--- config.mk ---
export PLATFORM = sky130hd
export DESIGN_NAME = simon_block_cipher_unit
export DESIGN_NICKNAME = d
export VERILOG_FILES = /design/src/hdl/simon_pkg.sv /design/src/hdl/simon_block_cipher_unit.sv /design/src/hdl/simon_key_ram.sv /design/src/hdl/simon_key_expand.sv /design/src/hdl/simon_round_engine.sv
export SDC_FILE = /design/constraint.sdc
export NUM_CORES = 2
export LEC_CHECK = 0
export BUFFER_PORTS_ARGS = -buffer_cell sky130_fd_sc_hd__buf_2
export CORE_UTILIZATION = 40
export CTS_CLUSTER_SIZE = 28
export DETAILED_ROUTE_END_ITERATION = 10
export SLEW_MARGIN = 10
export SYNTH_ARGS = -nofsm -noshare
export SYNTH_HDL_FRONTEND = slang
export SYNTH_HIERARCHICAL = 1
export SYNTH_SLANG_ARGS = --single-unit
export TNS_END_PERCENT = 10
--- constraint.sdc ---
create_clock -name clk -period 14.85 [get_ports clk]
set_clock_uncertainty 0.05 [all_clocks]
set_input_delay 4.455 -clock clk [delete_from_list [all_inputs] [get_ports clk]]
set_output_delay 4.455 -clock clk [all_outputs]
set_load 0.03 [all_outputs]
--- src/hdl/simon_pkg.sv ---
// shared types, constants and round functions of the simon 64/128 unit
`default_nettype none

package simon_pkg;

    localparam int WORD_W = 32;
    localparam int RC_W = 6;
    localparam int CFG_IDX_W = 3;
    localparam int KEY_WORDS = 4;
    localparam int Z_SEQUENCE = 3;
    localparam int Z_LEN = 62;
    localparam int Z_IDX_W = 6;

    // register indexes of the write port
    localparam logic [CFG_IDX_W-1:0] REG_KEY_WORD0 = 3'd0;
    localparam logic [CFG_IDX_W-1:0] REG_KEY_WORD1 = 3'd1;
    localparam logic [CFG_IDX_W-1:0] REG_KEY_WORD2 = 3'd2;
    localparam logic [CFG_IDX_W-1:0] REG_KEY_WORD3 = 3'd3;
    localparam logic [CFG_IDX_W-1:0] REG_ROUND_COUNT = 3'd4;

    localparam logic [RC_W-1:0] ROUND_COUNT_RESET = 6'd44;

    // z sequences, bit 0 is the first element
    localparam logic [0:Z_LEN-1] Z2_SEQ =
        62'b10101111011100000011010010011000101000010001111110010110110011;
    localparam logic [0:Z_LEN-1] Z3_SEQ =
        62'b11011011101011000110010111100000010010001010011100110100001111;

    localparam logic [WORD_W-1:0] ROUND_CONST = 32'd3;

    typedef logic [3:0][WORD_W-1:0] key_words_t;

    typedef struct packed {
        logic              action;
        logic [WORD_W-1:0] block_x;
        logic [WORD_W-1:0] block_y;
    } in_item_t;

    typedef struct packed {
        logic [WORD_W-1:0] result_x;
        logic [WORD_W-1:0] result_y;
    } out_item_t;

    typedef enum logic {
        ENG_IDLE,
        ENG_RUN
    } eng_state_t;

    function automatic logic [WORD_W-1:0] rotr3(input logic [WORD_W-1:0] v);
        rotr3 = {v[2:0], v[WORD_W-1:3]};
    endfunction

    function automatic logic [WORD_W-1:0] rotr1(input logic [WORD_W-1:0] v);
        rotr1 = {v[0], v[WORD_W-1:1]};
    endfunction

    // f(v) = (v <<< 1 & v <<< 8) ^ v <<< 2
    function automatic logic [WORD_W-1:0] feistel(input logic [WORD_W-1:0] v);
        logic [WORD_W-1:0] r1;
        logic [WORD_W-1:0] r2;
        logic [WORD_W-1:0] r8;
        r1 = {v[WORD_W-2:0], v[WORD_W-1]};
        r2 = {v[WORD_W-3:0], v[WORD_W-1:WORD_W-2]};
        r8 = {v[WORD_W-9:0], v[WORD_W-1:WORD_W-8]};
        feistel = (r1 & r8) ^ r2;
    endfunction

    function automatic logic z_bit(input logic [Z_IDX_W-1:0] idx);
        if (Z_SEQUENCE == 2)
        begin
            z_bit = Z2_SEQ[idx];
        end
        else
        begin
            z_bit = Z3_SEQ[idx];
        end
    endfunction

endpackage

`default_nettype wire

--- src/hdl/simon_block_cipher_unit.sv ---
// top level of the simon 64/128 block cipher unit
//
//  channel   handshake            payload                    notes
//  --------  -------------------  -------------------------  --------------------------
//  item in   start, busy          request (in_item_t)        taken when start && !busy
//  item out  done                 result (out_item_t)        one-cycle strobe, no stall
//  config    cfg_we               cfg_index, cfg_data        written on any cfg_we edge
//
//  an item with N = min(round_count, MAX_ROUNDS) rounds runs them from accept to done,
//  one round per cycle paced by the single read port of the key store
//  zero rounds gives done in the cycle after accept with the block unchanged
//  after reset and after every key word write the schedule is rebuilt with busy high,
//  one key per cycle into every entry of the key store
//  a new item may be started in the same cycle that done shows the previous one
`default_nettype none

module simon_block_cipher_unit #(
    parameter int MAX_ROUNDS = 44
) (
    input  wire logic                               clk,
    input  wire logic                               rst_n,
    input  wire logic                               start,
    output logic                                    busy,
    input  wire simon_pkg::in_item_t                request,
    output logic                                    done,
    output simon_pkg::out_item_t                    result,
    input  wire logic                               cfg_we,
    input  wire logic [simon_pkg::CFG_IDX_W-1:0]    cfg_index,
    input  wire logic [simon_pkg::WORD_W-1:0]       cfg_data
);

    localparam int ADDR_W = $clog2(MAX_ROUNDS);
    localparam int CNT_W  = $clog2(MAX_ROUNDS + 1);
    localparam int CMP_W  = (CNT_W > simon_pkg::RC_W) ? CNT_W : simon_pkg::RC_W;

    simon_pkg::key_words_t          key_reg;
    logic [simon_pkg::RC_W-1:0]     round_count_reg;
    logic                           key_write;
    logic [CMP_W-1:0]               rc_cmp;
    logic [CNT_W-1:0]               n_rounds;
    logic                           accept;
    logic                           expanding;
    logic                           running;
    logic                           wr_en;
    logic [ADDR_W-1:0]              wr_addr;
    logic [simon_pkg::WORD_W-1:0]   wr_data;
    logic                           rd_en;
    logic [ADDR_W-1:0]              rd_addr;
    logic [simon_pkg::WORD_W-1:0]   rd_data;

    // only key words change the schedule, the round count is read per item
    assign key_write = cfg_we && (cfg_index == simon_pkg::REG_KEY_WORD0 ||
                                  cfg_index == simon_pkg::REG_KEY_WORD1 ||
                                  cfg_index == simon_pkg::REG_KEY_WORD2 ||
                                  cfg_index == simon_pkg::REG_KEY_WORD3);

    always_ff @(posedge clk or negedge rst_n)
    begin
        if (!rst_n)
        begin
            key_reg         <= '0;
            round_count_reg <= simon_pkg::ROUND_COUNT_RESET;
        end
        else if (cfg_we)
        begin
            case (cfg_index)
                simon_pkg::REG_KEY_WORD0: key_reg[0] <= cfg_data;
                simon_pkg::REG_KEY_WORD1: key_reg[1] <= cfg_data;
                simon_pkg::REG_KEY_WORD2: key_reg[2] <= cfg_data;
                simon_pkg::REG_KEY_WORD3: key_reg[3] <= cfg_data;
                simon_pkg::REG_ROUND_COUNT:
                begin
                    round_count_reg <= cfg_data[simon_pkg::RC_W-1:0];
                end
                default:
                begin
                    // indexes past the list are dropped
                    round_count_reg <= round_count_reg;
                end
            endcase
        end
    end

    // round count saturates at the depth of the key store
    assign rc_cmp   = CMP_W'(round_count_reg);
    assign n_rounds = (rc_cmp > CMP_W'(MAX_ROUNDS)) ? CNT_W'(MAX_ROUNDS) : CNT_W'(rc_cmp);

    assign busy   = expanding || running;
    assign accept = start && !busy;

    simon_key_expand #(
        .MAX_ROUNDS (MAX_ROUNDS),
        .ADDR_W     (ADDR_W)
    ) u_expand (
        .clk       (clk),
        .rst_n     (rst_n),
        .restart   (key_write),
        .key_words (key_reg),
        .active    (expanding),
        .wr_en     (wr_en),
        .wr_addr   (wr_addr),
        .wr_data   (wr_data)
    );

    simon_key_ram #(
        .DEPTH  (MAX_ROUNDS),
        .ADDR_W (ADDR_W)
    ) u_ram (
        .clk     (clk),
        .wr_en   (wr_en),
        .wr_addr (wr_addr),
        .wr_data (wr_data),
        .rd_en   (rd_en),
        .rd_addr (rd_addr),
        .rd_data (rd_data)
    );

    // busy blocks starts; the user must keep engine reads off a schedule being written
    simon_round_engine #(
        .ADDR_W (ADDR_W),
        .CNT_W  (CNT_W)
    ) u_engine (
        .clk      (clk),
        .rst_n    (rst_n),
        .accept   (accept),
        .request  (request),
        .n_rounds (n_rounds),
        .rd_data  (rd_data),
        .rd_en    (rd_en),
        .rd_addr  (rd_addr),
        .running  (running),
        .done     (done),
        .result   (result)
    );

endmodule

`default_nettype wire

--- src/hdl/simon_key_ram.sv ---
// round key store, one write port and one registered read port
`default_nettype none

module simon_key_ram #(
    parameter int DEPTH  = 44,
    parameter int ADDR_W = 6
) (
    input  wire logic                          clk,
    input  wire logic                          wr_en,
    input  wire logic [ADDR_W-1:0]             wr_addr,
    input  wire logic [simon_pkg::WORD_W-1:0]  wr_data,
    input  wire logic                          rd_en,
    input  wire logic [ADDR_W-1:0]             rd_addr,
    output logic      [simon_pkg::WORD_W-1:0]  rd_data
);

    logic [simon_pkg::WORD_W-1:0] mem [DEPTH];

    always_ff @(posedge clk)
    begin
        if (wr_en)
        begin
            mem[wr_addr] <= wr_data;
        end
    end

    always_ff @(posedge clk)
    begin
        if (rd_en)
        begin
            rd_data <= mem[rd_addr];
        end
    end

endmodule

`default_nettype wire

--- src/hdl/simon_key_expand.sv ---
// key schedule sequencer, writes one round key per cycle into the store
`default_nettype none

module simon_key_expand #(
    parameter int MAX_ROUNDS = 44,
    parameter int ADDR_W     = 6
) (
    input  wire logic                          clk,
    input  wire logic                          rst_n,
    input  wire logic                          restart,
    input  wire simon_pkg::key_words_t         key_words,
    output logic                               active,
    output logic                               wr_en,
    output logic      [ADDR_W-1:0]             wr_addr,
    output logic      [simon_pkg::WORD_W-1:0]  wr_data
);

    logic                                  active_reg;
    logic                                  active_next;
    logic [ADDR_W-1:0]                     idx_reg;
    logic [ADDR_W-1:0]                     idx_next;
    logic [simon_pkg::Z_IDX_W-1:0]         zidx_reg;
    logic [simon_pkg::Z_IDX_W-1:0]         zidx_next;
    simon_pkg::key_words_t                 win_reg;
    simon_pkg::key_words_t                 win_next;
    logic [simon_pkg::WORD_W-1:0]          tmp_a;
    logic [simon_pkg::WORD_W-1:0]          tmp_b;
    logic [simon_pkg::WORD_W-1:0]          key;
    logic                                  from_cfg;
    logic                                  last;

    // compared at full width so a narrow index still sees every key word
    assign from_cfg = 32'(idx_reg) < 32'(simon_pkg::KEY_WORDS);
    assign last     = idx_reg == ADDR_W'(MAX_ROUNDS - 1);

    // win_reg[0] holds the key one place back
    always_comb
    begin
        tmp_a = simon_pkg::rotr3(win_reg[0]);
        if (simon_pkg::KEY_WORDS == 4)
        begin
            tmp_a = tmp_a ^ win_reg[2];
        end
        tmp_b = tmp_a ^ simon_pkg::rotr1(tmp_a);
        if (from_cfg)
        begin
            key = key_words[idx_reg[1:0]];
        end
        else
        begin
            key = ~win_reg[simon_pkg::KEY_WORDS-1] ^ tmp_b ^ simon_pkg::ROUND_CONST ^
                  {{(simon_pkg::WORD_W-1){1'b0}}, simon_pkg::z_bit(zidx_reg)};
        end
    end

    always_comb
    begin
        active_next = active_reg;
        idx_next    = idx_reg;
        zidx_next   = zidx_reg;
        win_next    = win_reg;
        if (restart)
        begin
            active_next = 1'b1;
            idx_next    = '0;
            zidx_next   = '0;
        end
        else if (active_reg)
        begin
            win_next = {win_reg[2:0], key};
            idx_next = idx_reg + 1'b1;
            if (last)
            begin
                active_next = 1'b0;
            end
            if (!from_cfg)
            begin
                if (zidx_reg == simon_pkg::Z_IDX_W'(simon_pkg::Z_LEN - 1))
                begin
                    zidx_next = '0;
                end
                else
                begin
                    zidx_next = zidx_reg + 1'b1;
                end
            end
        end
    end

    always_ff @(posedge clk or negedge rst_n)
    begin
        if (!rst_n)
        begin
            active_reg <= 1'b1;
            idx_reg    <= '0;
            zidx_reg   <= '0;
        end
        else
        begin
            active_reg <= active_next;
            idx_reg    <= idx_next;
            zidx_reg   <= zidx_next;
        end
    end

    always_ff @(posedge clk)
    begin
        win_reg <= win_next;
    end

    assign active  = active_reg;
    assign wr_en   = active_reg && !restart;
    assign wr_addr = idx_reg;
    assign wr_data = key;

endmodule

`default_nettype wire

--- src/hdl/simon_round_engine.sv ---
// round sequencer and feistel datapath, one round per cycle
`default_nettype none

module simon_round_engine #(
    parameter int ADDR_W = 6,
    parameter int CNT_W  = 6
) (
    input  wire logic                          clk,
    input  wire logic                          rst_n,
    input  wire logic                          accept,
    input  wire simon_pkg::in_item_t           request,
    input  wire logic [CNT_W-1:0]              n_rounds,
    input  wire logic [simon_pkg::WORD_W-1:0]  rd_data,
    output logic                               rd_en,
    output logic      [ADDR_W-1:0]             rd_addr,
    output logic                               running,
    output logic                               done,
    output simon_pkg::out_item_t               result
);

    simon_pkg::eng_state_t          state_reg;
    simon_pkg::eng_state_t          state_next;
    logic [CNT_W-1:0]               cnt_reg;
    logic [ADDR_W-1:0]              ptr_reg;
    logic [ADDR_W-1:0]              start_addr;
    logic                           dec_reg;
    logic [simon_pkg::WORD_W-1:0]   x_reg;
    logic [simon_pkg::WORD_W-1:0]   y_reg;
    logic [simon_pkg::WORD_W-1:0]   x_rnd;
    logic [simon_pkg::WORD_W-1:0]   y_rnd;
    logic                           done_reg;
    simon_pkg::out_item_t           result_reg;
    logic                           last;

    assign last = cnt_reg == CNT_W'(1);

    // decrypt walks the keys from the top down
    assign start_addr = request.action ? ADDR_W'(n_rounds - 1'b1) : '0;

    always_comb
    begin
        if (dec_reg)
        begin
            x_rnd = y_reg;
            y_rnd = x_reg ^ simon_pkg::feistel(y_reg) ^ rd_data;
        end
        else
        begin
            x_rnd = y_reg ^ simon_pkg::feistel(x_reg) ^ rd_data;
            y_rnd = x_reg;
        end
    end

    always_comb
    begin
        state_next = state_reg;
        case (state_reg)
            simon_pkg::ENG_IDLE:
            begin
                if (accept && n_rounds != '0)
                begin
                    state_next = simon_pkg::ENG_RUN;
                end
            end
            simon_pkg::ENG_RUN:
            begin
                if (last)
                begin
                    state_next = simon_pkg::ENG_IDLE;
                end
            end
            default:
            begin
                state_next = simon_pkg::ENG_IDLE;
            end
        endcase
    end

    always_comb
    begin
        rd_en   = 1'b0;
        rd_addr = ptr_reg;
        running = 1'b0;
        case (state_reg)
            simon_pkg::ENG_IDLE:
            begin
                rd_en   = accept;
                rd_addr = start_addr;
            end
            simon_pkg::ENG_RUN:
            begin
                rd_en   = !last;
                running = 1'b1;
            end
            default:
            begin
                rd_en = 1'b0;
            end
        endcase
    end

    always_ff @(posedge clk or negedge rst_n)
    begin
        if (!rst_n)
        begin
            state_reg <= simon_pkg::ENG_IDLE;
            done_reg  <= 1'b0;
            cnt_reg   <= '0;
        end
        else
        begin
            state_reg <= state_next;
            done_reg  <= 1'b0;
            if (state_reg == simon_pkg::ENG_IDLE && accept)
            begin
                cnt_reg  <= n_rounds;
                done_reg <= n_rounds == '0;
            end
            else if (state_reg == simon_pkg::ENG_RUN)
            begin
                cnt_reg  <= cnt_reg - 1'b1;
                done_reg <= last;
            end
        end
    end

    always_ff @(posedge clk)
    begin
        if (state_reg == simon_pkg::ENG_IDLE && accept)
        begin
            x_reg   <= request.block_x;
            y_reg   <= request.block_y;
            dec_reg <= request.action;
            ptr_reg <= request.action ? start_addr - 1'b1 : start_addr + 1'b1;
            // zero rounds hands the block back unchanged
            result_reg.result_x <= request.block_x;
            result_reg.result_y <= request.block_y;
        end
        else if (state_reg == simon_pkg::ENG_RUN)
        begin
            x_reg   <= x_rnd;
            y_reg   <= y_rnd;
            ptr_reg <= dec_reg ? ptr_reg - 1'b1 : ptr_reg + 1'b1;
            if (last)
            begin
                result_reg.result_x <= x_rnd;
                result_reg.result_y <= y_rnd;
            end
        end
    end

    assign done   = done_reg;
    assign result = result_reg;

endmodule

`default_nettype wire

==> key figures <==
Die
  • Die area: 189000 um^2
  • Die Wd: 434 um
  • Core ar.: roughly 190000 um^2
  • Initial Util: between 40% and 50%
  • Std-Cell Rows: between 150 and 200
  • IO Pins: 170
  • Die height: 434 um

Power
  • Sw frac: 36.9%
  • Power Internal: 13.8 mW
  • Peak supply drop: 0.202 mV
  • Power share of the clock group: 21.2%
  • Leak pwr: 27.9 nW
  • Power Density: 257 nW/um^2
  • Comb power frac: 38.1%
  • Share of power burned in registers: 40.8%
  • Switching power: 8.11 mW

Finish
  • Final Core Density: 46.0%
  • Most common cell after layout, fill and taps aside: edfxtp_1
  • Area delta synth->final: 14.2%
  • Sequential cell area: 55000 um^2
  • Nets: ~4.4k
  • Max reg flops: 1408
  • Fill count: 15.8k
  • Share of cells above drive strength 1: between 20% and 30%
  • Commonest cells after routing, fill and taps aside: 1703 x edfxtp_1, 321 x mux4_2, 232 x xnor2_1, 189 x clkbuf_16, 182 x nand2_1
  • Multi-input gate area in the final layout: about 19000 um^2

Critical path
  • Crit-path max FO: 113
  • Worst EP required: 15330 ps
  • Slowest CP cell: buf_4
  • Critical path type: primary input to flop
  • Setup crit end kind: flop
  • CP Cell Sequence: buf_2 > nand2b_1 > o21ai_4 > buf_4 > buf_12 > buf_4 > mux4_2 > a22oi_1 > a21oi_1 > a21oi_1 > o21ai_1
  • Largest delay share family, worst path: buffers and inverters
  • Worst setup SP type: primary input
  • WP buf/inv: 4
  • Slowest stage delay, CP: 950 ps
  • Crit path DAT: 9200 ps

Clock network
  • Worst skew pair latency: just over 800 ps
  • Post-CTS Setup Repair Bufs: 0
  • Reg clk slew, reported paths: around 60 ps
  • CTS root buf: clkbuf_16
  • CTS sink count: 1858
  • Total CTS buffers: about 190
  • H-tree depth: 4
  • Hold buffers post-CTS: 0
  • # resized after CTS: 0
  • TritonCTS clock tree: built
  • CTS Buffer Depth: 3

Routing
  • Final ANT Viol Nets: 0
  • DR pass1 iterations: 5
  • Wire length per cell: 28.9 um
  • Via count: 39.0k
  • Initial drt markers: 4596
  • WL final: 198000 um
  • Vias per inst: between 5 and 6
  • DRC: 0

Timing
  • Hold slack final: 355 ps
  • Worst slew pin tran: 1280 ps
  • Final setup viols: 0
  • Crit path time final: 8720 ps
  • Tcrit/Tclk final: 58.7%
  • Final Hold Vio Count: 0
  • Final slew viol count: 0
  • Setup TNS Final: 0 ps
  • FMAX: 115 MHz
  • RSZ-0062 raised after global routing: false
  • Max transition margin: approximately 14%

Worst hold path
  • HP Class: flop to flop

Yosys
  • Ys flop type: edfxtp_1
  • Async set-reset flop share out of synthesis: 8.34%
  • Register area share after synthesis: 73.6%
  • Ys Warns: 6
  • Mean Syn Cell Area: 18.9 um^2
  • Largest cells by area after synthesis: edfxtp_1 68%, mux4_2 9.7%, dfrtp_1 5.1%
  • Post-synth top area cell: edfxtp_1
  • Syn nets: 4084
  • Cell count after synthesis: 3963
  • Post-synth EDFFs: 1703
  • Synth cell types: 71
  • Yosys top cell area share: about two thirds
  • Post-synthesis register bit count: about 1.9k
  • Mapped cell area: around 75000 um^2

GRT
  • Gr usage total: 21.0%
  • Vias in the first global route: 38.5k
  • First-pass GRT wire length: 282000 um
  • Initial antenna violation count: 7
  • Pin count of the biggest net entering global routing: about 110
  • Total grt overflow: 0

Placement
  • Gpl congestion: approximately 0.82
  • Final HPWL DP: about 110000 um
  • Port Buffers: between 150 and 200

Outcome
  • Outcome: complete, no violations

Flow run
  • MaxCap Viol Count: 0
-- per-layer routing --
metal / vias to the layer above / track usage [%] / part of all wire, %
li1: 16262 / - / -
met1: 20768 / 29.7 / 42
met2: 1647 / 33.8 / 48
met3: 274 / 3.40 / 7.9
met4: 0 / 5.47 / 2.2
met5: - / 0 / 0
-- stage by stage --
step,power [mW],worst slack [ps],cells,area (um^2)
6_report,22.0,6130,6868,85300
5_1_grt,22.9,6010,6865,85300
4_1_cts,22.1,6290,6863,85300
3_5_place_dp,17.4,5390,6523,79300
3_3_place_gp,17.3,5480,6523,79300
2_1_floorplan,14.1,2430,3963,74700
-- power by group through the flow --
stage                     Clock (mW)  Sequential, mW  Combinational, mW
final                           4.65            8.95               8.36
after global routing            4.92            9.02               8.93
after CTS                       4.74            8.95               8.39
after detailed placement           0            9.05               8.37
after global placement             0            9.04               8.25
after floorplan                    0            9.00               5.10
-- logic make-up after synthesis --
group,Yosys count,synth area share [%]
DFF,1858,73.6
and+or+nand+nor,462,2.67
xor gates and xnor gates,304,3.56
adders and majority gates,18,0.310
AOI/OAI and AO/OA,444,3.64
buffers and inverters,227,1.63
muxes,650,14.6
-- cells in the mapped netlist (19+ instances only) --
library cell and number:
dfrtp_1 151, a22oi_1 64, mux2_1 71, buf_2 54, o22ai_1 34, o21ai_0 45
xnor2_1 232, nand2_1 182, nor2_1 198, o211ai_1 27, a221oi_1 32, mux2_2 97
o21ai_1 27, xor2_1 72, a21oi_1 178, mux2i_1 131, inv_1 19, mux2_4 30
mux4_2 321, edfxtp_1 1703, clkbuf_1 97
-- path summary, 6_finish.rpt --
| kind | to | from | depth (start not counted) | slack [ps] |
|---|---|---|---|---|
| max | u_ram/rd_data[10] | request[64] | 11 | 6130 |
| min | u_expand/win_reg[93] | u_expand/win_reg[61] | 0 | 360 |
| max reg2reg | u_ram/rd_data[10] | rc_cmp[4] | 14 | 8730 |
| min reg2reg | u_expand/win_reg[93] | u_expand/win_reg[61] | 0 | 360 |
| max in group asynchronous | u_expand/wr_addr[0] | rst_n | 2 | 9560 |
| min in group asynchronous | key_reg[78] | rst_n | 1 | 3680 |
-- cell type report --
| type | instances | share of cell area (%) |
|---|---|---|
| sequential | 1858 | 64.5 |
| multi-input combinational | 1878 | 22.6 |
| clock buffer | 245 | 5.87 |
| tap | 2480 | 3.64 |
| timing repair buffer | 289 | 2.12 |
| clock inverter | 95 | 1.16 |
| inverter | 20 | 0.0909 |
| antenna | 3 | 0.00880 |
(Power assumes the default switching activity.)
